File: config.mk
export PLATFORM = sky130hd
export DESIGN_NAME = plfc_mac
export DESIGN_NICKNAME = d
export VERILOG_FILES = /design/src/rtl/plfc_pkg.sv /design/src/rtl/plfc_mac.sv
export SDC_FILE = /design/constraint.sdc
export NUM_CORES = 2
export LEC_CHECK = 0
export BUFFER_PORTS_ARGS = -buffer_cell sky130_fd_sc_hd__buf_2
export CAP_MARGIN = 10
export CORE_MARGIN = 3
export CORE_UTILIZATION = 30
export CTS_CLUSTER_SIZE = 16
export DETAILED_ROUTE_END_ITERATION = 16
export GPL_ROUTABILITY_DRIVEN = 0
export PLACE_DENSITY = 0.43
export SLEW_MARGIN = 20
export SYNTH_ARGS = -nofsm -noshare
export SYNTH_HDL_FRONTEND = slang
export SYNTH_SLANG_ARGS = --single-unit
File: constraint.sdc
create_clock -name clk -period 14.6 [get_ports clk]
set_clock_uncertainty 0.2 [all_clocks]
set_input_delay 0.73 -clock clk [delete_from_list [all_inputs] [get_ports clk]]
set_output_delay 0.73 -clock clk [all_outputs]
set_load 0.005 [all_outputs]
File: src/rtl/plfc_pkg.sv
// ----------------------------------------------------------------------------
// plfc_pkg
// Shared types and constants for the long FIR convolver: field widths, op
// and register codes, and the control groups between sequencer and datapath.
// ----------------------------------------------------------------------------
package plfc_pkg;

  // field widths
  localparam int SAMPLE_W   = 24;
  localparam int OP_W       = 2;
  localparam int IDX_W      = 12;
  localparam int TAPCNT_W   = 13;
  localparam int GAIN_W     = 16;
  localparam int GAIN_FRAC  = 12;
  localparam int CFG_IDX_W  = 2;
  localparam int CFG_DATA_W = 16;

  // datapath widths
  localparam int PROD_W = 2 * SAMPLE_W;
  localparam int ACC_W  = 64;

  // input word op codes
  typedef enum logic [OP_W-1:0] {
    OP_SAMPLE = 2'd0,
    OP_LOAD   = 2'd1,
    OP_CLEAR  = 2'd2
  } plfc_op_t;

  // configuration register indexes
  typedef enum logic [CFG_IDX_W-1:0] {
    CFG_ENABLE    = 2'd0,
    CFG_TAP_COUNT = 2'd1,
    CFG_GAIN      = 2'd2
  } plfc_cfg_t;

  // multiplier / accumulator control from the sequencer
  typedef struct packed {
    logic mul_en;    // register a product this cycle
    logic load_sel;  // coefficient times gain instead of tap times history
    logic acc_clr;   // start a new sum
    logic acc_en;    // add the registered product
  } plfc_mac_ctl_t;

  // result status from the sequencer
  typedef struct packed {
    logic emit;  // output register takes a word this cycle
    logic pass;  // word is the raw sample, not the filter sum
  } plfc_stat_t;

endpackage

File: src/rtl/plfc_mac.sv
// ----------------------------------------------------------------------------
// plfc_mac
// Shared multiplier with a product register, wide accumulator, and the
// rounding and saturation for both coefficient scaling and filter output.
// ----------------------------------------------------------------------------
module plfc_mac import plfc_pkg::*; (
  input  logic                       clk,
  input  plfc_mac_ctl_t              ctl,
  input  logic signed [SAMPLE_W-1:0] tap_rd,
  input  logic signed [SAMPLE_W-1:0] hist_rd,
  input  logic signed [SAMPLE_W-1:0] coef,
  input  logic signed [GAIN_W-1:0]   gain,
  output logic signed [SAMPLE_W-1:0] scaled,
  output logic signed [SAMPLE_W-1:0] rounded
);

  localparam logic signed [ACC_W-1:0] S_MAX = (ACC_W'(1) <<< (SAMPLE_W - 1)) - ACC_W'(1);
  localparam logic signed [ACC_W-1:0] S_MIN = -S_MAX - ACC_W'(1);
  localparam logic signed [ACC_W-1:0] OUT_HALF = ACC_W'(1) <<< (SAMPLE_W - 2);
  localparam logic signed [PROD_W-1:0] GAIN_HALF = PROD_W'(1) <<< (GAIN_FRAC - 1);

  logic signed [SAMPLE_W-1:0] op_a;
  logic signed [SAMPLE_W-1:0] op_b;
  logic signed [PROD_W-1:0]   prod;
  logic signed [ACC_W-1:0]    acc;
  logic signed [ACC_W-1:0]    out_shift;
  logic signed [PROD_W-1:0]   coef_shift;

  // clamp to the signed sample range
  function automatic logic signed [SAMPLE_W-1:0] sat_s(input logic signed [ACC_W-1:0] v);
    logic signed [SAMPLE_W-1:0] r;
    if (v > S_MAX) begin
      r = S_MAX[SAMPLE_W-1:0];
    end else if (v < S_MIN) begin
      r = S_MIN[SAMPLE_W-1:0];
    end else begin
      r = v[SAMPLE_W-1:0];
    end
    return r;
  endfunction

  // operand select
  always_comb begin
    if (ctl.load_sel) begin
      op_a = coef;
      op_b = {{(SAMPLE_W - GAIN_W){gain[GAIN_W-1]}}, gain};
    end else begin
      op_a = tap_rd;
      op_b = hist_rd;
    end
  end

  // product register
  always_ff @(posedge clk) begin
    if (ctl.mul_en) begin
      prod <= op_a * op_b;
    end
  end

  // accumulator; |sum| stays within tap_count * 2^46, well inside 64 bits
  always_ff @(posedge clk) begin
    if (ctl.acc_clr) begin
      acc <= '0;
    end else if (ctl.acc_en) begin
      acc <= acc + {{(ACC_W - PROD_W){prod[PROD_W-1]}}, prod};
    end
  end

  // round half up and saturate
  assign out_shift  = (acc + OUT_HALF) >>> (SAMPLE_W - 1);
  assign rounded    = sat_s(out_shift);
  assign coef_shift = (prod + GAIN_HALF) >>> GAIN_FRAC;
  assign scaled     = sat_s({{(ACC_W - PROD_W){coef_shift[PROD_W-1]}}, coef_shift});

endmodule

==> results.md <==
* Fin crit period at around 9.4 ns
* Multi-input logic area at about 25,000 sq um
* ANT nets after route at 0
* IO buf count at 140
* I/O pin count at 141
* Skew-Pair Late Insertion Delay at 0.39 ns
* Post-route clock period utilization at between 60% and 70%
* Core region area at a little over 100,000 sq um
* DR WL/cell at between 20 and 25 um
* WP data required at 14.53 ns
* Reg2reg setup slack at a little over 10 ns
* Hold-fix buffers at CTS at 0
* Post-CTS resize count at 0
* Router iterations before antenna repair at 5
* Synth-to-Final Area Change at 8.13%
* Most frequent cells in the layout: 658 x inv_1, 608 x fa_1, 405 x nor2_1
* Setup Fix Bufs, Post-CTS at 0
* CP dominant cell by count: fa_1
* Hold Fails Final Rpt at 0
* Largest net degree at the start of global routing at slightly below 50
* Register area share after synthesis at a little under 9%
* Critical path's slowest cell: mux2i_1
* Row count at 116
* Final Setup Violations at 0
* Root Buffer: clkbuf_16
* Initial DRC count at 1,532
* CTS tree: built
* Critical path class: primary input to flop
* Net Count, Synth at around 4,400
* Starting density of the core at 30.5%
* Via count at between 20,000 and 25,000
* HP Class: flop to flop
* Commonest non-fill, non-tap cell in the layout: inv_1
* Total grt overflow at 0
* Crit path max fanout at between 40 and 50
* Total wire length at 100 mm
* Number of flops mapped to enable cells by yosys at 48
* Die Span X at ~330 um
* Total CTS buffers at 9
* Endpoint type of the worst setup path: flop
* Initial antenna violation count at 0
* Fill count at 10,800
* Clock slew at reported path FFs at approximately 0.08 ns
* Ys async rst share at 0%
* Layout Nets at between 4,000 and 5,000
* Synth Instances at 3,526
* Syn Std Cell Area at between 30,000 and 40,000 sq um
* Final setup TNS at 0 ns
* Hold-critical path depth at 2
* Slew @ Worst Pin at roughly 1.2 ns
* CTS sink count at ~110
* DRC at 0
* Vias per inst at 4.81
* CP startpoint kind: primary input
* Post-synthesis cell type count at 83
* First-pass GRT wire length at about 160 mm
* CTS H-tree depth at 3
* Die height at between 300 and 400 um
* Number of synthesized register bits at between 100 and 150
* GRT Overall Usage at a little under a fifth
* Synth Flop Type: dfxtp_1
* Yosys warns at 0
* Reg area at around 2700 sq um
* Slew Limit Fails at 0
* Max-cap violations at 0
* Fmax at roughly 110 MHz
* RSZ-0062 raised after global routing: no
* Clk buf depth at 2
* Vias in the first global route at around 25,000
* Die ar. at approximately 110,000 sq um
* Post-DP HPWL at roughly 83 mm
* Status: complete, no violations
* Diode count at 0
* Worst R2R Path Depth at 14
* Average footprint of a synthesized cell at between 8 and 9 sq um
* Slowest Stage Delay on Critical Path at about 0.71 ns
* Worst Path Arrival at roughly 9.4 ns
* Slew HR at between 10% and 20%
* Fraction of layout cells with a size suffix above 1 at between 8 and 9%
## through the flow
stage	area, sq um	cells	utilization, %	hold WS [ns]	worst slack (ns)
6_report	33300	4931	33.0	0.300	5.16
5_1_grt	33300	4931	33.0	0.333	4.74
4_1_cts	33300	4931	33.0	0.306	5.20
3_5_place_dp	32900	4915	32.7	0.287	4.77
3_3_place_gp	32900	4915	32.7	0.280	4.52
2_1_floorplan	30800	3526	-	0.265	5.42
## cells by family (layout without fill, tap and decap cells)
group                    count (synthesis)  in the layout  synth area share, %
AND/OR/NAND/NOR                       1040           1040                 14.8
buffers and inverters                  810            858                 9.98
adder cells (fa/ha/maj)                807            807                 47.7
AO/OA/AOI/OAI                          467            467                 9.74
XOR/XNOR                               170            170                 4.86
multiplexers                           120            120                 4.07
flip-flops                             112            112                 8.85
## synth_stat cells, drive strengths merged (48+ instances only)
cell type / number / area share, %
o21ai: 123 / 2.1
clkbuf: 137 / 1.7
inv: 658 / 8.0
nand2: 383 / 4.7
a21oi: 117 / 1.9
nand3: 53 / 0.88
xor2: 69 / 2.0
nor2: 407 / 5.0
mux2i: 83 / 2.7
dfxtp: 64 / 4.2
xnor2: 101 / 2.9
fa: 608 / 40
ha: 199 / 8.1
edfxtp: 48 / 4.7
a21o: 82 / 2.0
## path summary, 6_finish.rpt
path              startpoint       end
hold reg to reg       acc[2]    acc[2]
setup / recovery      ctl[2]  prod[44]
setup reg to reg     prod[0]   acc[58]
hold / removal        acc[2]    acc[2]
## critical path, delay by kind of cell
family / cells / cell delay [ns]
XOR/XNOR: 1 / 0.08
adder cells (fa/ha/maj): 8 / 3.98
AO/OA/AOI/OAI: 7 / 1.62
multiplexers: 1 / 0.71
buffers and inverters: 7 / 1.62
AND/OR/NAND/NOR: 3 / 0.53
## state kept, by name, summed over array words and instances (netlist names)
| name | count |
|---|---|
| acc | 64 |
| prod | 48 |
## metal layers
| metal | global-route usage [%] | part of all wire, % |
|---|---|---|
| met3 | 3.80 | 6.8 |
| met4 | 4.21 | 2.3 |
| met1 | 28.1 | 49 |
| met2 | 28.7 | 42 |
| met5 | 0 | 0 |
## cell type report
class / instances / area share, %
clock buffer: 10 / 0.752
multi-input combinational: 2604 / 75.2
clock inverter: 6 / 0.218
inverter: 659 / 7.44
sequential: 112 / 8.18
timing repair buffer: 183 / 3.09
tap: 1357 / 5.10
Power is not shown: default switching activity piles up to over one toggle a cycle in this logic, so the estimate is an artifact.
