===== src/rtl/plfc_pkg.sv =====
// ----------------------------------------------------------------------------
// plfc_pkg
// Shared types and constants for the long FIR convolver: field widths, op
// and register codes, and the control groups between sequencer and datapath.
// ----------------------------------------------------------------------------
package plfc_pkg;

  // field widths
  localparam int SAMPLE_W   = 24;
  localparam int OP_W       = 2;
  localparam int IDX_W      = 12;
  localparam int TAPCNT_W   = 13;
  localparam int GAIN_W     = 16;
  localparam int GAIN_FRAC  = 12;
  localparam int CFG_IDX_W  = 2;
  localparam int CFG_DATA_W = 16;

  // datapath widths
  localparam int PROD_W = 2 * SAMPLE_W;
  localparam int ACC_W  = 64;

  // input word op codes
  typedef enum logic [OP_W-1:0] {
    OP_SAMPLE = 2'd0,
    OP_LOAD   = 2'd1,
    OP_CLEAR  = 2'd2
  } plfc_op_t;

  // configuration register indexes
  typedef enum logic [CFG_IDX_W-1:0] {
    CFG_ENABLE    = 2'd0,
    CFG_TAP_COUNT = 2'd1,
    CFG_GAIN      = 2'd2
  } plfc_cfg_t;

  // multiplier / accumulator control from the sequencer
  typedef struct packed {
    logic mul_en;    // register a product this cycle
    logic load_sel;  // coefficient times gain instead of tap times history
    logic acc_clr;   // start a new sum
    logic acc_en;    // add the registered product
  } plfc_mac_ctl_t;

  // result status from the sequencer
  typedef struct packed {
    logic emit;  // output register takes a word this cycle
    logic pass;  // word is the raw sample, not the filter sum
  } plfc_stat_t;

endpackage


===== src/rtl/plfc_if.sv =====
// ----------------------------------------------------------------------------
// plfc_in_if / plfc_out_if
// Valid/ready channels for input words and result words of the convolver.
// ----------------------------------------------------------------------------
interface plfc_in_if import plfc_pkg::*; ();
  logic                       valid;
  logic                       ready;
  logic [OP_W-1:0]            op;
  logic signed [SAMPLE_W-1:0] sample;
  logic [IDX_W-1:0]           coef_index;
  logic signed [SAMPLE_W-1:0] coef_value;

  modport source (output valid, op, sample, coef_index, coef_value, input ready);
  modport sink (input valid, op, sample, coef_index, coef_value, output ready);
endinterface



===== src/rtl/plfc_seq.sv =====
// ----------------------------------------------------------------------------
// plfc_seq
// Sequencer: takes input words, sweeps the history clear, walks the taps one
// per cycle through the shared multiplier and schedules coefficient loads.
// ----------------------------------------------------------------------------
module plfc_seq import plfc_pkg::*; #(
  parameter int MAX_TAPS = 4096,
  localparam int AW = $clog2(MAX_TAPS),
  localparam int CW = $clog2(MAX_TAPS + 1)
) (
  input  logic                       clk,
  input  logic                       rst,
  plfc_in_if.sink                    din,
  input  logic                       enable,
  input  logic [TAPCNT_W-1:0]        tap_count,
  input  logic                       out_free,
  output logic                       hist_we,
  output logic [AW-1:0]              hist_waddr,
  output logic signed [SAMPLE_W-1:0] hist_wdata,
  output logic [AW-1:0]              hist_raddr,
  output logic                       tap_we,
  output logic [AW-1:0]              tap_waddr,
  output logic [AW-1:0]              tap_raddr,
  output logic signed [SAMPLE_W-1:0] coef,
  output plfc_mac_ctl_t              mac_ctl,
  output plfc_stat_t                 stat
);

  localparam logic [AW-1:0] LAST_SLOT = AW'(MAX_TAPS - 1);

  typedef enum logic [2:0] {
    S_CLEAR,
    S_IDLE,
    S_RUN,
    S_DRAIN,
    S_EMIT,
    S_SCALE,
    S_STORE
  } state_t;

  state_t        state;
  logic [AW-1:0] wp;
  logic [AW-1:0] rd_ptr;
  logic [AW-1:0] clr_cnt;
  logic [AW-1:0] tap_idx;
  logic [CW-1:0] k;
  logic [CW-1:0] n_m1;
  logic [CW-1:0] n_m1_next;
  logic [31:0]   n_clamp;
  logic          v1;
  logic          v2;
  logic          pass;
  logic          accept;

  // tap count limited to 2 .. MAX_TAPS
  always_comb begin
    if (tap_count < TAPCNT_W'(2)) begin
      n_clamp = 32'd2;
    end else if (32'(tap_count) > 32'(MAX_TAPS)) begin
      n_clamp = 32'(MAX_TAPS);
    end else begin
      n_clamp = 32'(tap_count);
    end
    n_m1_next = CW'(n_clamp - 32'd1);
  end

  assign din.ready = (state == S_IDLE);
  assign accept    = din.valid && din.ready;

  // history port: clearing sweep or new sample at the write pointer
  assign hist_we    = (state == S_CLEAR) || (accept && din.op == OP_SAMPLE && enable);
  assign hist_waddr = (state == S_CLEAR) ? clr_cnt : wp;
  assign hist_wdata = (state == S_CLEAR) ? '0 : din.sample;
  assign hist_raddr = rd_ptr;

  // tap port
  assign tap_we    = (state == S_STORE);
  assign tap_waddr = tap_idx;
  assign tap_raddr = k[AW-1:0];

  // datapath control
  assign mac_ctl.mul_en   = v1 || (state == S_SCALE);
  assign mac_ctl.load_sel = (state == S_SCALE);
  assign mac_ctl.acc_clr  = accept;
  assign mac_ctl.acc_en   = v2;

  assign stat.emit = (state == S_EMIT) && out_free;
  assign stat.pass = pass;

  // sequencer
  always_ff @(posedge clk) begin
    if (rst) begin
      state   <= S_CLEAR;
      clr_cnt <= '0;
      wp      <= '0;
      v1      <= 1'b0;
      v2      <= 1'b0;
      pass    <= 1'b0;
    end else begin
      // read data valid, then product valid
      v1 <= (state == S_RUN);
      v2 <= v1;
      unique case (state)
        S_CLEAR: begin
          if (clr_cnt == LAST_SLOT) begin
            clr_cnt <= '0;
            wp      <= '0;
            state   <= S_IDLE;
          end else begin
            clr_cnt <= clr_cnt + AW'(1);
          end
        end
        S_IDLE: begin
          if (din.valid) begin
            unique case (din.op)
              OP_SAMPLE: begin
                if (enable) begin
                  n_m1   <= n_m1_next;
                  k      <= '0;
                  rd_ptr <= wp;
                  pass   <= 1'b0;
                  state  <= S_RUN;
                end else begin
                  pass  <= 1'b1;
                  state <= S_EMIT;
                end
              end
              OP_LOAD: begin
                if (32'(din.coef_index) < 32'(MAX_TAPS)) begin
                  coef    <= din.coef_value;
                  tap_idx <= AW'(din.coef_index);
                  state   <= S_SCALE;
                end
              end
              OP_CLEAR: begin
                state <= S_CLEAR;
              end
              default: begin
              end
            endcase
          end
        end
        S_RUN: begin
          k      <= k + CW'(1);
          rd_ptr <= (rd_ptr == '0) ? LAST_SLOT : rd_ptr - AW'(1);
          if (k == n_m1) begin
            wp    <= (wp == LAST_SLOT) ? '0 : wp + AW'(1);
            state <= S_DRAIN;
          end
        end
        S_DRAIN: begin
          if (!v1 && !v2) begin
            state <= S_EMIT;
          end
        end
        S_EMIT: begin
          if (out_free) begin
            state <= S_IDLE;
          end
        end
        S_SCALE: begin
          state <= S_STORE;
        end
        S_STORE: begin
          state <= S_IDLE;
        end
        default: begin
          state <= S_IDLE;
        end
      endcase
    end
  end

endmodule


===== src/flat_wrapper.sv =====
// flat-port wrapper written by rule: the top's interface ports become plain ports
module plfc_seq_flat import plfc_pkg::*;
#(
  parameter int MAX_TAPS = 4096,
  localparam int AW = $clog2(MAX_TAPS),
  localparam int CW = $clog2(MAX_TAPS + 1)
)
  (clk, rst, enable, tap_count, out_free, hist_we, hist_waddr, hist_wdata, hist_raddr, tap_we, tap_waddr, tap_raddr, coef, mac_ctl, stat, din_valid, din_op, din_sample, din_coef_index, din_coef_value, din_ready);
  plfc_in_if din_i ();
  input  logic clk;
  input  logic rst;
  input  logic enable;
  input  logic [TAPCNT_W-1:0] tap_count;
  input  logic out_free;
  output logic hist_we;
  output logic [AW-1:0] hist_waddr;
  output logic signed [SAMPLE_W-1:0] hist_wdata;
  output logic [AW-1:0] hist_raddr;
  output logic tap_we;
  output logic [AW-1:0] tap_waddr;
  output logic [AW-1:0] tap_raddr;
  output logic signed [SAMPLE_W-1:0] coef;
  output plfc_mac_ctl_t mac_ctl;
  output plfc_stat_t stat;
  input wire logic [$bits(din_i.valid)-1:0] din_valid;
  input wire logic [$bits(din_i.op)-1:0] din_op;
  input wire logic [$bits(din_i.sample)-1:0] din_sample;
  input wire logic [$bits(din_i.coef_index)-1:0] din_coef_index;
  input wire logic [$bits(din_i.coef_value)-1:0] din_coef_value;
  output wire logic [$bits(din_i.ready)-1:0] din_ready;
  assign din_i.valid = din_valid;
  assign din_i.op = din_op;
  assign din_i.sample = din_sample;
  assign din_i.coef_index = din_coef_index;
  assign din_i.coef_value = din_coef_value;
  assign din_ready = din_i.ready;
  plfc_seq #(.MAX_TAPS(MAX_TAPS)) u_core (.clk(clk), .rst(rst), .din(din_i), .enable(enable), .tap_count(tap_count), .out_free(out_free), .hist_we(hist_we), .hist_waddr(hist_waddr), .hist_wdata(hist_wdata), .hist_raddr(hist_raddr), .tap_we(tap_we), .tap_waddr(tap_waddr), .tap_raddr(tap_raddr), .coef(coef), .mac_ctl(mac_ctl), .stat(stat));
endmodule

===== config.mk =====
export PLATFORM = sky130hd
export DESIGN_NAME = plfc_seq_flat
export DESIGN_NICKNAME = d
export VERILOG_FILES = /design/src/rtl/plfc_pkg.sv /design/src/rtl/plfc_if.sv /design/src/rtl/plfc_seq.sv /design/src/flat_wrapper.sv
export SDC_FILE = /design/constraint.sdc
export NUM_CORES = 1
export LEC_CHECK = 0
export BUFFER_PORTS_ARGS = -buffer_cell sky130_fd_sc_hd__buf_2
export CORE_ASPECT_RATIO = 0.8
export CORE_MARGIN = 4
export CORE_UTILIZATION = 46
export DETAILED_ROUTE_END_ITERATION = 7
export GPL_ROUTABILITY_DRIVEN = 1
export HOLD_SLACK_MARGIN = 0.12
export PLACE_DENSITY = 0.76
export SYNTH_ARGS = -nofsm -noshare
export SYNTH_HDL_FRONTEND = slang
export SYNTH_SLANG_ARGS = --single-unit

===== constraint.sdc =====
create_clock -name clk -period 4.35 [get_ports clk]
set_input_delay 1.305 -clock clk [delete_from_list [all_inputs] [get_ports clk]]
set_output_delay 1.305 -clock clk [all_outputs]
set_load 0.005 [all_outputs]

==> out/results.txt, run 1 <==
Worst voltage drop across the vdd grid -> 197 µV
End point of the worst hold path -> u_core.clr_cnt[1]$_SDFFE_PP0P_
Number of library cell types mapped by synthesis -> 60
Buffers & Inverters on Critical Path -> 1
Setup Buffers After CTS -> 0
FF-to-FF End -> u_core.wp[10]$_SDFFE_PP0P_
Maxcap violations -> 0
Post-detailed-route count of antenna-violating nets -> 0
Crit-path cells -> buf_2 > or4_1 > or3_4 > nand3_1 > ha_1 > o21ai_0 > a21o_1 > o31a_1 > o2bb2ai_1
Number of CTS-inserted buffers -> 9
Detailed router's first-iteration violation count -> 367
Syn Nets -> 630
Data required time of the worst path -> 4.45 ns
Routed length per instance -> 15.0 µm
Type of the tightest min-delay check -> reg2reg
Clock tree from TritonCTS -> built
Leakage Power -> 2.77 nW
Gr ovfl total -> 0
Fin crit share -> 80.0%
Most common cell after layout, fill and taps aside -> buf_2
Clock root cell -> clkbuf_16
Overall track demand over capacity in global routing -> 18.4%
Number of slew-limit violations in the final report -> 0
Die height -> 105 µm
Count of input and output buffers -> 184
Worst setup SP type -> primary input
Clk sink count -> 104
1st-pass router iterations -> 5
Initial core utilization -> 46.9%
Vias -> 4,612
Global-route track usage on met3 -> 3.78%
DR vias/cell -> 5.38
Routability-driven placement congestion ratio -> 0.924
Setup repair after global routing missed its margin -> false
Result of the run -> completed
Area growth from synthesis to layout -> 23.0%
Commonest non-fill, non-tap cells in the layout -> 184 x buf_2, 74 x edfxtp_1, 63 x nand2_1
Delay of the slowest cell on the worst path -> 0.59 ns
R2R cell count -> 5
Global-route met2 utilization -> 30.0%
Slew at the pin with the worst max-slew slack -> 1.00 ns
Final-report setup violation count -> 0
Worst setup path class -> in2reg
Number of gates given a new drive strength after cts -> 0
Synth async-reset ratio -> 0%
Slew margin rel. -> 32.8%
Reg clk slew, reported paths -> 0.08 ns
Number of enable-type register cells in the synthesized netlist -> 74
HPWL after DPL -> 9720 µm
Library cell with the largest summed area after synthesis -> edfxtp_1
Initial antenna violation count -> 0
Clock Latency Late Sink -> 0.34 ns
Cell types occupying the most area after synthesis -> edfxtp_1 41%, dfxtp_1 11%, nand2_1 4.4%
Total wire length -> 12,900 µm
Type of destination of the critical path -> flop
Setup clock skew after layout -> 0.0109 ns
Worst path slowest cell -> or4_1
GR peak layer -> met2
Largest net degree at the start of global routing -> 40
Std-Cell Rows -> 35
Global-route wire length before repair -> 20,400 µm
Setup TNS -> 0 ns
Number of fill cells -> 1,014
Number of global-route vias before repair -> 4,264
Layout cells sized above 1 -> 30.7%
Final Util -> 57.7%
DRC violation count after routing -> 0
Die outline area -> 13,600 µm²
Number of storage elements in the synthesis netlist -> 104
Top-level port count -> 185
Number of buffers inserted for hold repair after clock tree synthesis -> 0
Maximum frequency from static timing analysis -> 287 MHz
Origin of the worst setup path -> tap_count[3]
Worst flop-to-flop path startpoint -> u_core.state[1]$_SDFFE_PP0P_
Met1 Use GR -> 24.9%
Average cell area after synthesis -> 9.97 µm²
Dominant synthesized flop cell -> edfxtp_1
ANT cells -> 0
Yosys warns -> 0
Top cell family by delay on the critical path -> simple AND/OR/NAND/NOR gates
Placeable core region -> 11,500 µm²
Flop2flop setup slack -> 1.78 ns
Cell area after synthesis -> 5400 µm²
Part of the Yosys area used for sequential elements -> 52.2%
Yosys top cell area share -> 41.1%
Synth Instances -> 542
Min Clock Period, post-route -> 3.48 ns
H-tree levels -> 3
Number of cells traversed by the worst hold path -> 2
Chip width -> 129 µm
P per Cell Area -> 313 nW/µm²
Origin of the worst min-delay path -> u_core.clr_cnt[1]$_SDFFE_PP0P_
Number of nets at the end of the flow -> 793
Hold Vio Cnt, Final -> 0
Clk buf depth -> 2
Signal arrival time at the worst endpoint -> 3.58 ns
CP max FO -> 6
[synthesized netlist by cell type, types with 3 or more instances]
library cell   n
nor2b_1        3
a31oi_1        6
a211oi_1       3
buf_4         15
nor3b_1        4
nor4_1         5
and2_1        28
nand2_1       63
ha_1           8
inv_1         19
a21oi_1       30
nand2b_1       3
a22oi_1        5
or3_1         10
dfxtp_1       30
o21ai_0       24
xnor2_1       12
edfxtp_1      74
clkbuf_1      17
and4_1         3
o32ai_1        3
and3_1         9
nand4_1        9
nand3_1       14
nor3_1        20
nor2_1        52
a32o_1         3
xor2_1        27
[flip-flops by register name, summed over array words and instances, names as in the netlist]
register / cells
u_core.clr_cnt: 12
u_core.coef: 24
u_core.hist_raddr: 12
u_core.k: 13
u_core.n_m1: 13
u_core.pass: 1
u_core.state: 3
u_core.tap_waddr: 12
u_core.v1: 1
u_core.v2: 1
u_core.wp: 12
[cell families after synthesis]
group	count (synthesis)	share of synthesized area, %
flip-flops	104	52.2
multiplexers	1	0.208
buffers and inverters	55	5.19
AO/OA/AOI/OAI	99	11.8
AND/OR/NAND/NOR	236	22.4
adder cells (fa/ha/maj)	8	1.85
XOR/XNOR	39	6.32
[how the worst max path moves through the flow]
stage                                           endpoint  slack, ns  depth (start not counted)
after floorplan           u_core.hist_raddr[0]$_DFFE_PP_       0.51                          4
after global placement         u_core.n_m1[10]$_DFFE_PP_       0.59                          9
after detailed placement       u_core.n_m1[10]$_DFFE_PP_       0.53                          9
after CTS                      u_core.n_m1[10]$_DFFE_PP_       0.89                          9
after global routing                      hist_waddr[11]       0.70                          3
final                          u_core.n_m1[10]$_DFFE_PP_       0.87                          9
[per-stage QoR]
stage	cells	hold WS, ns	cell area [µm²]	setup WS [ns]	total power [mW]
after floorplan	542	0.455	5400	0.510	1.21
after global placement	842	0.468	6340	0.594	1.29
after detailed placement	842	0.476	6340	0.527	1.30
after CTS	858	0.486	6650	0.888	2.10
after global routing	858	0.524	6650	0.704	2.17
final	858	0.493	6650	0.869	2.08
[where the power goes]
part	internal (mW)	total (mW)	switching, mW
clock	0.410	0.811	0.400
combinational	0.0871	0.193	0.106
sequential	1.07	1.08	0.0129
[worst reg2reg max path: cells and delay by family (launching register included)]
family / cells / cell delay [ns]
AOI/OAI and AO/OA: 1 / 0.32
and+or+nand+nor: 3 / 1.28
muxes: 1 / 0.35
DFF: 1 / 0.52
[metal layers]
| metal | up-vias | wire length [µm] |
|---|---|---|
| met5 | - | 0 |
| met4 | 0 | 160 |
| met3 | 18 | 953 |
| met2 | 188 | 6170 |
| met1 | 2141 | 5570 |
| li1 | 2265 | - |
[cell type report]
class	count	area [µm²]	area share [%]
sequential	104	2820	42.5
multi-input combinational	383	2310	34.7
timing repair buffer	188	951	14.3
clock buffer	9	225	3.39
tap	148	185	2.79
clock inverter	7	86.3	1.30
inverter	19	71.3	1.07
No activity file was read; power rests on OpenSTA's default activity.
==> run 2: changes to the inputs <==
==> constraint.sdc (replaced) <==
create_clock -name clk -period 3.6 [get_ports clk]
set_input_delay 1.08 -clock clk [delete_from_list [all_inputs] [get_ports clk]]
set_output_delay 1.08 -clock clk [all_outputs]
set_load 0.005 [all_outputs]
==> out/results.txt, run 2 (synthesized netlist as in run 1, its figures left out) <==
Signal arrival time at the worst endpoint -> 3.22 ns (-0.36 ns)
Clock tree from TritonCTS -> built
Post-detailed-route count of antenna-violating nets -> 0 (unchanged)
Hold Vio Cnt, Final -> 0 (unchanged)
Worst setup SP type -> primary input
Gr ovfl total -> 0 (unchanged)
Area growth from synthesis to layout -> 23.7%
Setup TNS -> 0 ns (unchanged)
Setup clock skew after layout -> 0.0101 ns (-0.000834 ns)
CP max FO -> 6 (unchanged)
Flop2flop setup slack -> 1.00 ns (-0.78 ns)
Register with the most flip-flops -> u_core.coef
Initial core utilization -> 46.9% (unchanged)
DR vias/cell -> 5.37 (about the same)
Die outline area -> 13,600 µm² (unchanged)
HPWL after DPL -> 9990 µm (+2.8%)
Data required time of the worst path -> 3.71 ns (-0.74 ns)
Layout cells sized above 1 -> 31.1% (+0.39 points)
Slew at the pin with the worst max-slew slack -> 0.971 ns (-0.0313 ns)
ANT cells -> 0 (unchanged)
Setup Buffers After CTS -> 0 (unchanged)
Setup repair after global routing missed its margin -> false
Clk sink count -> 104 (unchanged)
Detailed router's first-iteration violation count -> 459 (+25%)
End point of the worst hold path -> u_core.clr_cnt[1]$_SDFFE_PP0P_
Registers with the highest flip-flop counts -> u_core.coef: 24 flops, u_core.k: 13 flops, u_core.n_m1: 13 flops
Number of CTS-inserted buffers -> 9 (unchanged)
Routed length per instance -> 15.5 µm (+3.2%)
Worst setup path class -> in2reg
Commonest non-fill, non-tap cells in the layout -> 184 x buf_2, 74 x edfxtp_1, 63 x nand2_1
Largest net degree at the start of global routing -> 40 (unchanged)
Std-Cell Rows -> 35 (unchanged)
Origin of the worst min-delay path -> u_core.clr_cnt[1]$_SDFFE_PP0P_
Clk buf depth -> 2 (unchanged)
R2R cell count -> 5 (unchanged)
Number of nets at the end of the flow -> 797 (+0.50%)
Placeable core region -> 11,500 µm² (unchanged)
Global-route wire length before repair -> 21,200 µm (+3.9%)
Leakage Power -> 2.78 nW (+0.45%)
H-tree levels -> 3 (unchanged)
Number of flip-flops under the largest register name -> 24 (unchanged)
FF-to-FF End -> u_core.wp[10]$_SDFFE_PP0P_
Min Clock Period, post-route -> 3.11 ns
1st-pass router iterations -> 5 (unchanged)
Number of slew-limit violations in the final report -> 0 (unchanged)
Overall track demand over capacity in global routing -> 19.1% (+0.77 points)
Initial antenna violation count -> 0 (unchanged)
Type of destination of the critical path -> flop
Worst flop-to-flop path startpoint -> u_core.state[1]$_SDFFE_PP0P_
Fin crit share -> 86.4%
Number of global-route vias before repair -> 4,436 (+4.0%)
Number of cells traversed by the worst hold path -> 2 (unchanged)
Maxcap violations -> 0 (unchanged)
Number of fill cells -> 1,017 (+0.30%)
Chip width -> 129 µm (unchanged)
Number of buffers inserted for hold repair after clock tree synthesis -> 0 (unchanged)
Power, Total -> 2.53 mW (+21%)
Maximum frequency from static timing analysis -> 321 MHz
Final-report setup violation count -> 0 (unchanged)
Slew margin rel. -> 34.4% (+1.6 points)
Total wire length -> 13,300 µm (+3.7%)
Routability-driven placement congestion ratio -> 0.948 (+2.7%)
Most common cell after layout, fill and taps aside -> buf_2
Number of gates given a new drive strength after cts -> 0 (unchanged)
Type of the tightest min-delay check -> reg2reg
Vias -> 4,631 (+0.41%)
Reg clk slew, reported paths -> 0.08 ns (about the same)
P per Cell Area -> 379 nW/µm² (+21%)
Clock root cell -> clkbuf_16
Die height -> 105 µm (unchanged)
Count of input and output buffers -> 184 (unchanged)
Result of the run -> completed
Worst voltage drop across the vdd grid -> 261 µV (+33%)
Origin of the worst setup path -> tap_count[3]
Clock Latency Late Sink -> 0.35 ns (about the same)
DRC violation count after routing -> 0 (unchanged)
Top-level port count -> 185 (unchanged)
==> run 2: where the power goes <==
part           leakage [nW]  internal, mW  switching (mW)
Clock                 0.147         0.497           0.484
Combinational          1.69         0.110           0.134
Sequential            0.946          1.29          0.0159
Total                  2.78          1.90           0.634
==> run 2: routing by layer <==
metal	GRT usage (%)	part of all wire [%]	vias to the layer above
met5	0	0	-
met4	6.00	1.4	0
met3	4.50	7.8	19
met2	30.8	48	192
met1	25.6	43	2145
li1	-	-	2275
==> run 2: how the worst max path moves through the flow <==
stage                                 to  slack [ns]  cells past startpoint
3_3_place_gp   u_core.n_m1[10]$_DFFE_PP_        0.23                      9
5_1_grt        u_core.n_m1[10]$_DFFE_PP_        0.41                      9
4_1_cts        u_core.n_m1[10]$_DFFE_PP_        0.51                      9
6_report       u_core.n_m1[10]$_DFFE_PP_        0.49                      9
3_5_place_dp   u_core.n_m1[10]$_DFFE_PP_        0.13                      9
2_1_floorplan  u_core.n_m1[10]$_DFFE_PP_        0.25                      9
==> run 2: cell type report <==
cell class	instances	area, µm²	share of cell area, %
multi-input cells	383	2310	34.6
inverters	19	71.3	1.07
well taps	148	185	2.77
clock inverters	7	85.1	1.27
flip-flops and latches	104	2820	42.2
clock buffers	9	225	3.37
repair buffers	192	981	14.7
==> run 2: critical path, stage by stage <==
cell and delay [ns]:
buf_2 0.13, or4_1 0.60, or3_4 0.38, nand3_1 0.13, ha_1 0.18, o21ai_0 0.10
a21o_1 0.24, o31a_1 0.26, o2bb2ai_1 0.12
==> run 2: through the flow <==
step / cells / utilization [%] / hold slack (ns) / cell area, µm² / worst slack (ns)
final: 862 / 58.0 / 0.488 / 6680 / 0.488
after global routing: 862 / 58.0 / 0.527 / 6680 / 0.406
after CTS: 862 / 58.0 / 0.489 / 6680 / 0.506
after detailed placement: 846 / 55.3 / 0.480 / 6370 / 0.135
after global placement: 846 / 55.3 / 0.468 / 6370 / 0.228
after floorplan: 542 / - / 0.455 / 5410 / 0.248
